File: src/hdl/imf_pkg.sv
// Shared types, constants and tables for the Ising Metropolis spin-flip block.
// Used by imf_ctrl, imf_dpath and ising_metropolis_flip; no dependencies.
package imf_pkg;

	localparam int SIDE      = 64;
	localparam int DRAW_BITS = 16;

	localparam int IDX_W     = $clog2(SIDE);
	localparam int ROW_W     = 6;
	localparam int DRAW_W    = 16;
	localparam int THRESH_W  = 17;
	localparam int ENERGY_W  = 15;
	localparam int MAGNET_W  = 14;
	localparam int CFG_IDX_W = 1;

	localparam logic [CFG_IDX_W-1:0] REG_THRESH_DE4 = 1'b0;
	localparam logic [CFG_IDX_W-1:0] REG_THRESH_DE8 = 1'b1;

	localparam logic [THRESH_W-1:0] THRESH_DE4_RESET = 17'd1200;
	localparam logic [THRESH_W-1:0] THRESH_DE8_RESET = 17'd22;

	localparam logic [ENERGY_W-1:0] ENERGY_RESET = ENERGY_W'(-2 * SIDE * SIDE);
	localparam logic [MAGNET_W-1:0] MAGNET_RESET = MAGNET_W'(SIDE * SIDE);

	localparam logic [DRAW_W-1:0] DRAW_MASK = (DRAW_BITS >= DRAW_W) ? {DRAW_W{1'b1}} :
		DRAW_W'((64'd1 << DRAW_BITS) - 64'd1);

	typedef logic [IDX_W-1:0] idx_t;
	typedef logic [SIDE-1:0]  row_t;
	typedef idx_t mod_tbl_t [1 << ROW_W];

	function automatic mod_tbl_t build_mod_tbl();
		mod_tbl_t tbl;
		for (int i = 0; i < (1 << ROW_W); i++) begin
			tbl[i] = IDX_W'(i % SIDE);
		end
		return tbl;
	endfunction

	localparam mod_tbl_t MOD_TBL = build_mod_tbl();

	typedef enum logic [5:0] {
		ST_CLEAR  = 6'b000001,
		ST_IDLE   = 6'b000010,
		ST_RD_UP  = 6'b000100,
		ST_RD_MID = 6'b001000,
		ST_RD_DN  = 6'b010000,
		ST_EVAL   = 6'b100000
	} state_t;

	typedef struct packed {
		logic load;
		logic sel_up;
		logic sel_mid;
		logic cap_up;
		logic cap_mid;
		logic eval;
		logic clr_we;
	} cmd_t;

	typedef struct packed {
		logic out_free;
		logic clr_last;
	} status_t;

endpackage

File: src/hdl/imf_ram.sv
// Generic simple dual-port RAM: one write port, one read port with registered data.
// No dependencies.
module imf_ram #(
	parameter int WIDTH = 8,
	parameter int DEPTH = 2
) (
	input  logic                     clk,
	input  logic                     we,
	input  logic [$clog2(DEPTH)-1:0] waddr,
	input  logic [WIDTH-1:0]         wdata,
	input  logic [$clog2(DEPTH)-1:0] raddr,
	output logic [WIDTH-1:0]         rdata
);

	logic [WIDTH-1:0] mem_q [DEPTH];
	logic [WIDTH-1:0] rdata_q;

	always_ff @(posedge clk) begin
		if (we) begin
			mem_q[waddr] <= wdata;
		end
		rdata_q <= mem_q[raddr];
	end

	assign rdata = rdata_q;

endmodule

File: src/hdl/imf_ctrl.sv
// Sequencer for the spin-flip block: clearing pass, row reads, evaluation.
// Depends on imf_pkg.
module imf_ctrl (
	input  logic             clk,
	input  logic             arst_n,
	input  logic             in_valid,
	output logic             in_stall,
	input  imf_pkg::status_t status,
	output imf_pkg::cmd_t    cmd
);

	imf_pkg::state_t state_q, state_d;

	always_ff @(posedge clk or negedge arst_n) begin
		if (!arst_n) begin
			state_q <= imf_pkg::ST_CLEAR;
		end else begin
			state_q <= state_d;
		end
	end

	always_comb begin
		state_d  = state_q;
		cmd      = '0;
		in_stall = 1'b1;
		unique case (state_q)
			imf_pkg::ST_CLEAR: begin
				cmd.clr_we = 1'b1;
				if (status.clr_last) begin
					state_d = imf_pkg::ST_IDLE;
				end
			end
			imf_pkg::ST_IDLE: begin
				in_stall = 1'b0;
				if (in_valid) begin
					cmd.load = 1'b1;
					state_d  = imf_pkg::ST_RD_UP;
				end
			end
			imf_pkg::ST_RD_UP: begin
				cmd.sel_up = 1'b1;
				state_d    = imf_pkg::ST_RD_MID;
			end
			imf_pkg::ST_RD_MID: begin
				cmd.sel_mid = 1'b1;
				cmd.cap_up  = 1'b1;
				state_d     = imf_pkg::ST_RD_DN;
			end
			imf_pkg::ST_RD_DN: begin
				cmd.cap_mid = 1'b1;
				state_d     = imf_pkg::ST_EVAL;
			end
			imf_pkg::ST_EVAL: begin
				if (status.out_free) begin
					cmd.eval = 1'b1;
					state_d  = imf_pkg::ST_IDLE;
				end
			end
			default: begin
				state_d = imf_pkg::ST_CLEAR;
			end
		endcase
	end

endmodule

File: src/hdl/imf_dpath.sv
// Datapath of the spin-flip block: row-wide lattice memory, neighbor count,
// acceptance test, running totals and result register. Depends on imf_pkg, imf_ram.
module imf_dpath (
	input  logic                                clk,
	input  logic                                arst_n,
	input  imf_pkg::cmd_t                       cmd,
	output imf_pkg::status_t                    status,
	input  logic                                cfg_we,
	input  logic [imf_pkg::CFG_IDX_W-1:0]       cfg_index,
	input  logic [imf_pkg::THRESH_W-1:0]        cfg_wdata,
	input  logic                                req_type,
	input  logic [imf_pkg::ROW_W-1:0]           site_row,
	input  logic [imf_pkg::ROW_W-1:0]           site_col,
	input  logic                                spin_value,
	input  logic [imf_pkg::DRAW_W-1:0]          accept_draw,
	output logic                                out_valid,
	input  logic                                out_stall,
	output logic                                accepted,
	output logic signed [imf_pkg::ENERGY_W-1:0] energy,
	output logic signed [imf_pkg::MAGNET_W-1:0] magnetization
);

	logic [imf_pkg::THRESH_W-1:0] thresh_de4_q, thresh_de8_q;
	logic [imf_pkg::ENERGY_W-1:0] energy_q;
	logic [imf_pkg::MAGNET_W-1:0] magnet_q;
	logic                         out_valid_q, accepted_q;
	imf_pkg::idx_t                clr_q;

	logic                         req_q, want_q;
	imf_pkg::idx_t                r_q, c_q;
	logic [imf_pkg::DRAW_W-1:0]   draw_q;
	imf_pkg::row_t                up_q, mid_q;

	imf_pkg::idx_t                rup, rdn, clf, crt, raddr, waddr;
	imf_pkg::row_t                rdata, wdata;
	logic                         we, s_bit, flip;
	logic [2:0]                   same_cnt;
	logic [imf_pkg::ENERGY_W-1:0] de;
	logic [imf_pkg::MAGNET_W-1:0] mag_step;

	always_ff @(posedge clk or negedge arst_n) begin
		if (!arst_n) begin
			thresh_de4_q <= imf_pkg::THRESH_DE4_RESET;
			thresh_de8_q <= imf_pkg::THRESH_DE8_RESET;
		end else if (cfg_we) begin
			unique case (cfg_index)
				imf_pkg::REG_THRESH_DE4: thresh_de4_q <= cfg_wdata;
				imf_pkg::REG_THRESH_DE8: thresh_de8_q <= cfg_wdata;
				default: ;
			endcase
		end
	end

	always_ff @(posedge clk or negedge arst_n) begin
		if (!arst_n) begin
			clr_q <= '0;
		end else if (cmd.clr_we) begin
			clr_q <= clr_q + imf_pkg::IDX_W'(1);
		end
	end

	assign status.clr_last = (clr_q == imf_pkg::IDX_W'(imf_pkg::SIDE - 1));
	assign status.out_free = !out_valid_q || !out_stall;

	always_ff @(posedge clk) begin
		if (cmd.load) begin
			req_q  <= req_type;
			want_q <= spin_value;
			r_q    <= imf_pkg::MOD_TBL[site_row];
			c_q    <= imf_pkg::MOD_TBL[site_col];
			draw_q <= accept_draw & imf_pkg::DRAW_MASK;
		end
		if (cmd.cap_up) begin
			up_q <= rdata;
		end
		if (cmd.cap_mid) begin
			mid_q <= rdata;
		end
	end

	assign rup = (r_q == '0) ? imf_pkg::IDX_W'(imf_pkg::SIDE - 1) : r_q - imf_pkg::IDX_W'(1);
	assign rdn = (r_q == imf_pkg::IDX_W'(imf_pkg::SIDE - 1)) ? '0 : r_q + imf_pkg::IDX_W'(1);
	assign clf = (c_q == '0) ? imf_pkg::IDX_W'(imf_pkg::SIDE - 1) : c_q - imf_pkg::IDX_W'(1);
	assign crt = (c_q == imf_pkg::IDX_W'(imf_pkg::SIDE - 1)) ? '0 : c_q + imf_pkg::IDX_W'(1);

	assign raddr = cmd.sel_up ? rup : (cmd.sel_mid ? r_q : rdn);

	assign s_bit    = mid_q[c_q];
	assign same_cnt = {2'b00, mid_q[clf] == s_bit} + {2'b00, mid_q[crt] == s_bit}
		+ {2'b00, up_q[c_q] == s_bit} + {2'b00, rdata[c_q] == s_bit};

	always_comb begin
		if (req_q) begin
			flip = (s_bit != want_q);
		end else if (same_cnt <= 3'd2) begin
			flip = 1'b1;
		end else if (same_cnt == 3'd3) begin
			flip = ({1'b0, draw_q} < thresh_de4_q);
		end else begin
			flip = ({1'b0, draw_q} < thresh_de8_q);
		end
	end

	assign de       = imf_pkg::ENERGY_W'({same_cnt, 2'b00}) - imf_pkg::ENERGY_W'(8);
	assign mag_step = imf_pkg::MAGNET_W'(2);

	assign we    = cmd.clr_we || (cmd.eval && flip);
	assign waddr = cmd.clr_we ? clr_q : r_q;
	assign wdata = cmd.clr_we ? {imf_pkg::SIDE{1'b1}} : (mid_q ^ (imf_pkg::row_t'(1) << c_q));

	imf_ram #(
		.WIDTH(imf_pkg::SIDE),
		.DEPTH(imf_pkg::SIDE)
	) u_lattice (
		.clk  (clk),
		.we   (we),
		.waddr(waddr),
		.wdata(wdata),
		.raddr(raddr),
		.rdata(rdata)
	);

	always_ff @(posedge clk or negedge arst_n) begin
		if (!arst_n) begin
			energy_q    <= imf_pkg::ENERGY_RESET;
			magnet_q    <= imf_pkg::MAGNET_RESET;
			out_valid_q <= 1'b0;
			accepted_q  <= 1'b0;
		end else if (cmd.eval) begin
			out_valid_q <= 1'b1;
			accepted_q  <= flip;
			if (flip) begin
				energy_q <= energy_q + de;
				magnet_q <= s_bit ? magnet_q - mag_step : magnet_q + mag_step;
			end
		end else if (!out_stall) begin
			out_valid_q <= 1'b0;
		end
	end

	assign out_valid     = out_valid_q;
	assign accepted      = accepted_q;
	assign energy        = energy_q;
	assign magnetization = magnet_q;

endmodule

File: src/hdl/ising_metropolis_flip.sv
// Top level of the Ising Metropolis spin-flip block.
// Depends on imf_pkg, imf_ctrl, imf_dpath.
//
// Each transaction runs from acceptance through RD_UP, RD_MID, RD_DN and EVAL to its
// result; no new transaction is taken before the last one has left EVAL. The lattice is
// one memory of 64-spin rows with one read and one write port; the rows above, at and
// below the site are read in that order, and EVAL decides the flip and writes it back.
// After reset the block runs a clearing pass over all rows (one row per cycle) that sets
// all spins up; input is stalled during that pass while configuration writes are taken.
// A finished result waits in the output register while the next transaction is taken.
module ising_metropolis_flip (
	input  logic                                clk,
	input  logic                                arst_n,
	input  logic                                cfg_we,
	input  logic [imf_pkg::CFG_IDX_W-1:0]       cfg_index,
	input  logic [imf_pkg::THRESH_W-1:0]        cfg_wdata,
	input  logic                                in_valid,
	output logic                                in_stall,
	input  logic                                req_type,
	input  logic [imf_pkg::ROW_W-1:0]           site_row,
	input  logic [imf_pkg::ROW_W-1:0]           site_col,
	input  logic                                spin_value,
	input  logic [imf_pkg::DRAW_W-1:0]          accept_draw,
	output logic                                out_valid,
	input  logic                                out_stall,
	output logic                                accepted,
	output logic signed [imf_pkg::ENERGY_W-1:0] energy,
	output logic signed [imf_pkg::MAGNET_W-1:0] magnetization
);

	imf_pkg::cmd_t    cmd;
	imf_pkg::status_t status;

	imf_ctrl u_ctrl (
		.clk     (clk),
		.arst_n  (arst_n),
		.in_valid(in_valid),
		.in_stall(in_stall),
		.status  (status),
		.cmd     (cmd)
	);

	imf_dpath u_dpath (
		.clk          (clk),
		.arst_n       (arst_n),
		.cmd          (cmd),
		.status       (status),
		.cfg_we       (cfg_we),
		.cfg_index    (cfg_index),
		.cfg_wdata    (cfg_wdata),
		.req_type     (req_type),
		.site_row     (site_row),
		.site_col     (site_col),
		.spin_value   (spin_value),
		.accept_draw  (accept_draw),
		.out_valid    (out_valid),
		.out_stall    (out_stall),
		.accepted     (accepted),
		.energy       (energy),
		.magnetization(magnetization)
	);

endmodule
File: config.mk
export PLATFORM = sky130hd
export DESIGN_NAME = ising_metropolis_flip
export DESIGN_NICKNAME = d
export VERILOG_FILES = /design/src/hdl/imf_pkg.sv /design/src/hdl/imf_ram.sv /design/src/hdl/imf_ctrl.sv /design/src/hdl/imf_dpath.sv /design/src/hdl/ising_metropolis_flip.sv
export SDC_FILE = /design/constraint.sdc
export NUM_CORES = 2
export LEC_CHECK = 0
export BUFFER_PORTS_ARGS = -buffer_cell sky130_fd_sc_hd__buf_2
export CORE_AREA = 3 3 526 528
export CTS_CLUSTER_DIAMETER = 150
export CTS_CLUSTER_SIZE = 40
export DETAILED_ROUTE_END_ITERATION = 10
export DIE_AREA = 0 0 529 531
export PLACE_DENSITY_LB_ADDON = 0.1
export SKIP_LAST_GASP = 1
export SYNTH_ARGS = -nofsm -noshare
export SYNTH_HDL_FRONTEND = slang
export SYNTH_HIERARCHICAL = 1
export SYNTH_SLANG_ARGS = --single-unit
File: constraint.sdc
create_clock -name clk -period 12.6 [get_ports clk]
set_input_delay 2.52 -clock clk [delete_from_list [all_inputs] [get_ports clk]]
set_output_delay 2.52 -clock clk [all_outputs]
set_load 0.005 [all_outputs]
==> reports/results.env <==
DIE_W_UM=529
CLK_PATH_BUF_DEPTH=3
CLK_PIN_SLEW_WORST_PATHS_NS=0.14
TIMING.SETUP.CRITICAL_PATH_CLASS='reg2reg'
LAYOUT.CELLS.MOST_COMMON_LIST='edfxtp_1, mux4_2, buf_4'
SYN_INST=7854
NUMBER_OF_ENABLE_TYPE_REGISTER_CELLS_IN_THE_SYNTHESIZED_NETLIST=4254
CORE_MM2=0.273
FP.DIEH_UM=531
CTS_POST_SETUP_BUFFERS_INSERTED=0
REGTOREGSETUPSLACK_NS=2.37
TIMING.SETUP.TNS_NS=0
INITIAL_UTILIZATION=0.627
SYNTH-MAIN-FF-CELL='edfxtp_1'
FIN_WORST_HOLD_SLACK_NS=0.457
CRITICAL_PATH.SLOWEST_CELL='nor2_4'
FINAL_ROUTED_WIRELENGTH_ACROSS_ALL_METAL_LAYERS_UM=472000
NUMBER_OF_ROWS_CREATED_AT_FLOORPLAN=192
R2R_START='u_dpath/c_q[0]'
DIE_AREA_MM2=0.281
RESULT_OF_THE_RUN='completed'
SLOWEST_DELAY_NS=1.02
DETAILROUTE.VIA_COUNT=84300
IO_PINS=85
SEQ_AREA_FRAC_SYNTH=0.765
MOSTFREQUENTLAYOUTCELL='edfxtp_1'
FINALWEIGHTEDCONGESTION=0.900
CLK_LATENCY_NS=0.87
FINCLKSKEW_NS=0.0487
TIMING.CRITICAL_PATH.TO_TYPE='register'
WORSTSETUPENDPOINT='u_dpath/u_lattice/mem_q[22][62]'
CRIT_START='u_dpath/c_q[0]'
CLKSINKCOUNT=4392
DRIVE_GT1_FRAC=0.232
POWER_DENSITY_OVER_CELL_AREA_mW_PER_MM2=120
SLEW_HEADROOM=0.0758
CTS_TREE='done'
DRT_DRC_VIOLATIONS_LEFT=0
DP_CELLS=11300
PIN_COUNT_OF_THE_BIGGEST_NET_ENTERING_GLOBAL_ROUTING=106
INITIAL_ANTENNA_VIOLATION_COUNT=66
POWER.LEAKAGE_nW=46.2
SYN_AREA_MM2=0.171
TIMING.FINAL.SETUP_VIOLATIONS=0
SLEW_VIOL_FINAL=0
H-TREE-DEPTH=3
WORST_SLEW_PIN_SLEW_NS=1.38
CTS_MADE_BUFFERS=120
CTS_ROOT_BUFFER='clkbuf_16'
CRIT_CHAIN='inv_2 > ha_1 > clkinv_1 > a21oi_1 > o221ai_1 > a31oi_1 > o31ai_1 > o41ai_2 > xnor2_1 > fa_1 > ha_1 > inv_1 > ha_1 > nor2_1 > and3_1 > a211o_4 > nor2_8 > or2_1 > nor2b_1 > nand3_1 > nor2_4 > buf_4'
POST_DETAIL_PLACE_HPWL_UM=293000
WORSTPATHARRIVAL_NS=10.74
DETAILEDROUTE.FIRSTPASSITERATIONCOUNT=6
CP_MAX_FO=25
CRIT-REG2REG-CAPTURE='u_dpath/u_lattice/mem_q[22][62]'
FINAL_CORE_UTIL=0.662
DP_WORST_SETUP_SLACK_NS=2.58
WL_PER_CELL_UM=40.7
HOLD_VIOLATIONS=0
CRITPATHLAUNCHTYPE='register'
CAP_VIOLATIONS=0
YS_FF_LATCH=4392
GLOBAL_ROUTE.USAGE.TOTAL=0.338
GRT_SETUP_UNREPAIRED='false'
FIRST_PASS_GRT_WIRE_LENGTH_UM=654000
FIN_CRIT_NS=10.23
RR_WORST_DEPTH=22
FINAL_CELL_COUNT_NO_FILL=11600
YS_WARN_COUNT=6
AREA_DELTA_SYNTH_FINAL_PCT=5.54
CRITPATHREQUIREDTIME_NS=13.11
PORT_BUFFERS=81
SYN-MEAN-INSTANCE-AREA_UM2=21.8
FIN_CRIT_SH=0.812
GRT_PASS1_VIAS=80600
FILLERS=17400
DETAIL_ROUTE.VIAS_PER_CELL=7.29
DRTITER0DRC=15400
RESIZED_GATES_AFTER_CTS=0
FINISH.NET_COUNT=7989
IR_DROP_V=0.000167
POST_SYNTH_ARST_SHARE=0.0168
POSTLAYOUTSETUPSLACKWORST_NS=2.37
WORST_PATH_MOST_REPEATED_CELL='ha_1'
FINAL_ANTENNA_NET_COUNT=0
MIN-DELAY-PATH-CLASS='reg2reg'
GRT.OVERFLOW.TOTAL=0
CTS.HOLD.BUFFERS_ADDED=0
FMAX_MHz=97.7
SYNTH_CELL_TYPE_COUNT=97
-- layout make-up --
| cell class | count | area [um2] | area share |
|---|---|---|---|
| clock buffer | 143 | 3150 | 0.0175 |
| tap | 3589 | 4490 | 0.0249 |
| multi-input combinational | 2950 | 38700 | 0.214 |
| timing repair buffer | 327 | 2740 | 0.0152 |
| antenna | 92 | 230 | 0.00127 |
| inverter | 76 | 285 | 0.00158 |
| clock inverter | 5 | 91.3 | 0.000506 |
| sequential | 4392 | 131000 | 0.725 |
-- power breakdown --
group / switching [W] / internal (W) / leakage, nW
clock network: 0.00397 / 0.00180 / 1.58
logic: 0.0000385 / 0.0000295 / 12.6
registers: 0.00000647 / 0.0158 / 32.1
-- metal layers --
layer,part of all wire,vias up,global-route usage
met5,0.00032,-,0
met4,0.039,22,0.122
met3,0.13,611,0.0848
met2,0.47,5434,0.506
met1,0.37,45300,0.496
li1,-,33000,-
-- cell usage after synthesis (71+ instances only) --
library cell	n	area share
buf_2	181	0.0053
a22oi_1	174	0.0076
clkbuf_1	175	0.0038
edfxtp_1	4254	0.75
inv_1	74	0.0016
mux2i_1	162	0.0095
nor2_1	153	0.0034
and3_1	71	0.0026
o22ai_1	86	0.0031
o21ai_0	91	0.0027
mux4_2	1085	0.14
nand2_1	137	0.0030
nand3_1	101	0.0030
a22o_1	89	0.0046
-- worst max-delay path, delay by kind of cell (launching register included) --
kind | cells | cell delay, ns
buffers and inverters | 4 | 1.44
XOR/XNOR | 1 | 0.23
AND/OR/NAND/NOR | 7 | 3.44
flip-flops | 1 | 0.47
adder cells (fa/ha/maj) | 4 | 1.83
AO/OA/AOI/OAI | 6 | 2.40
-- per-stage QoR --
| step | power [W] | area [um2] |
|---|---|---|
| 2_1_floorplan | 0.0161 | 171000 |
| 3_3_place_gp | 0.0162 | 177000 |
| 3_5_place_dp | 0.0162 | 177000 |
| 4_1_cts | 0.0217 | 180000 |
| 5_1_grt | 0.0221 | 181000 |
| 6_report | 0.0216 | 181000 |
-- registers in the layout (all words and copies together) (netlist names), 6 cells and up --
name / flops
u_dpath/u_lattice/mem_q: 4096
u_dpath/mid_q: 64
u_dpath/u_lattice/rdata: 64
u_dpath/up_q: 64
u_dpath/thresh_de4_q: 17
u_dpath/thresh_de8_q: 17
u_dpath/draw_q: 16
u_dpath/energy: 13
u_dpath/magnetization: 13
u_ctrl/state_q: 6
u_dpath/c_q: 6
u_dpath/clr_q: 6
u_dpath/r_q: 6
-- kinds of logic (layout without fill, tap and decap cells) --
| kind of cell | Yosys count | count (layout) | synth area share |
|---|---|---|---|
| AO/OA/AOI/OAI | 751 | 751 | 0.0322 |
| XOR/XNOR | 53 | 53 | 0.00271 |
| adder cells (fa/ha/maj) | 69 | 69 | 0.00518 |
| buffers and inverters | 514 | 551 | 0.0144 |
| flip-flops | 4392 | 4392 | 0.765 |
| multiplexers | 1304 | 1304 | 0.157 |
| other | 1 | 95 | 0.0000219 |
| AND/OR/NAND/NOR | 770 | 770 | 0.0240 |
-- worst min path at each step --
stage	startpoint	to	slack, ns	cells after the start
floorplan	u_dpath/u_lattice/rdata[49]	u_dpath/mid_q[49]	0.42	0
global placement	u_dpath/u_lattice/rdata[30]	u_dpath/up_q[30]	0.44	0
detailed placement	u_dpath/u_lattice/rdata[45]	u_dpath/up_q[45]	0.44	0
CTS	u_dpath/u_lattice/rdata[2]	u_dpath/up_q[2]	0.47	0
global route	u_dpath/u_lattice/rdata[37]	u_dpath/up_q[37]	0.48	0
finish	u_dpath/u_lattice/rdata[37]	u_dpath/up_q[37]	0.46	0
Power figures use the tool's default switching activity.
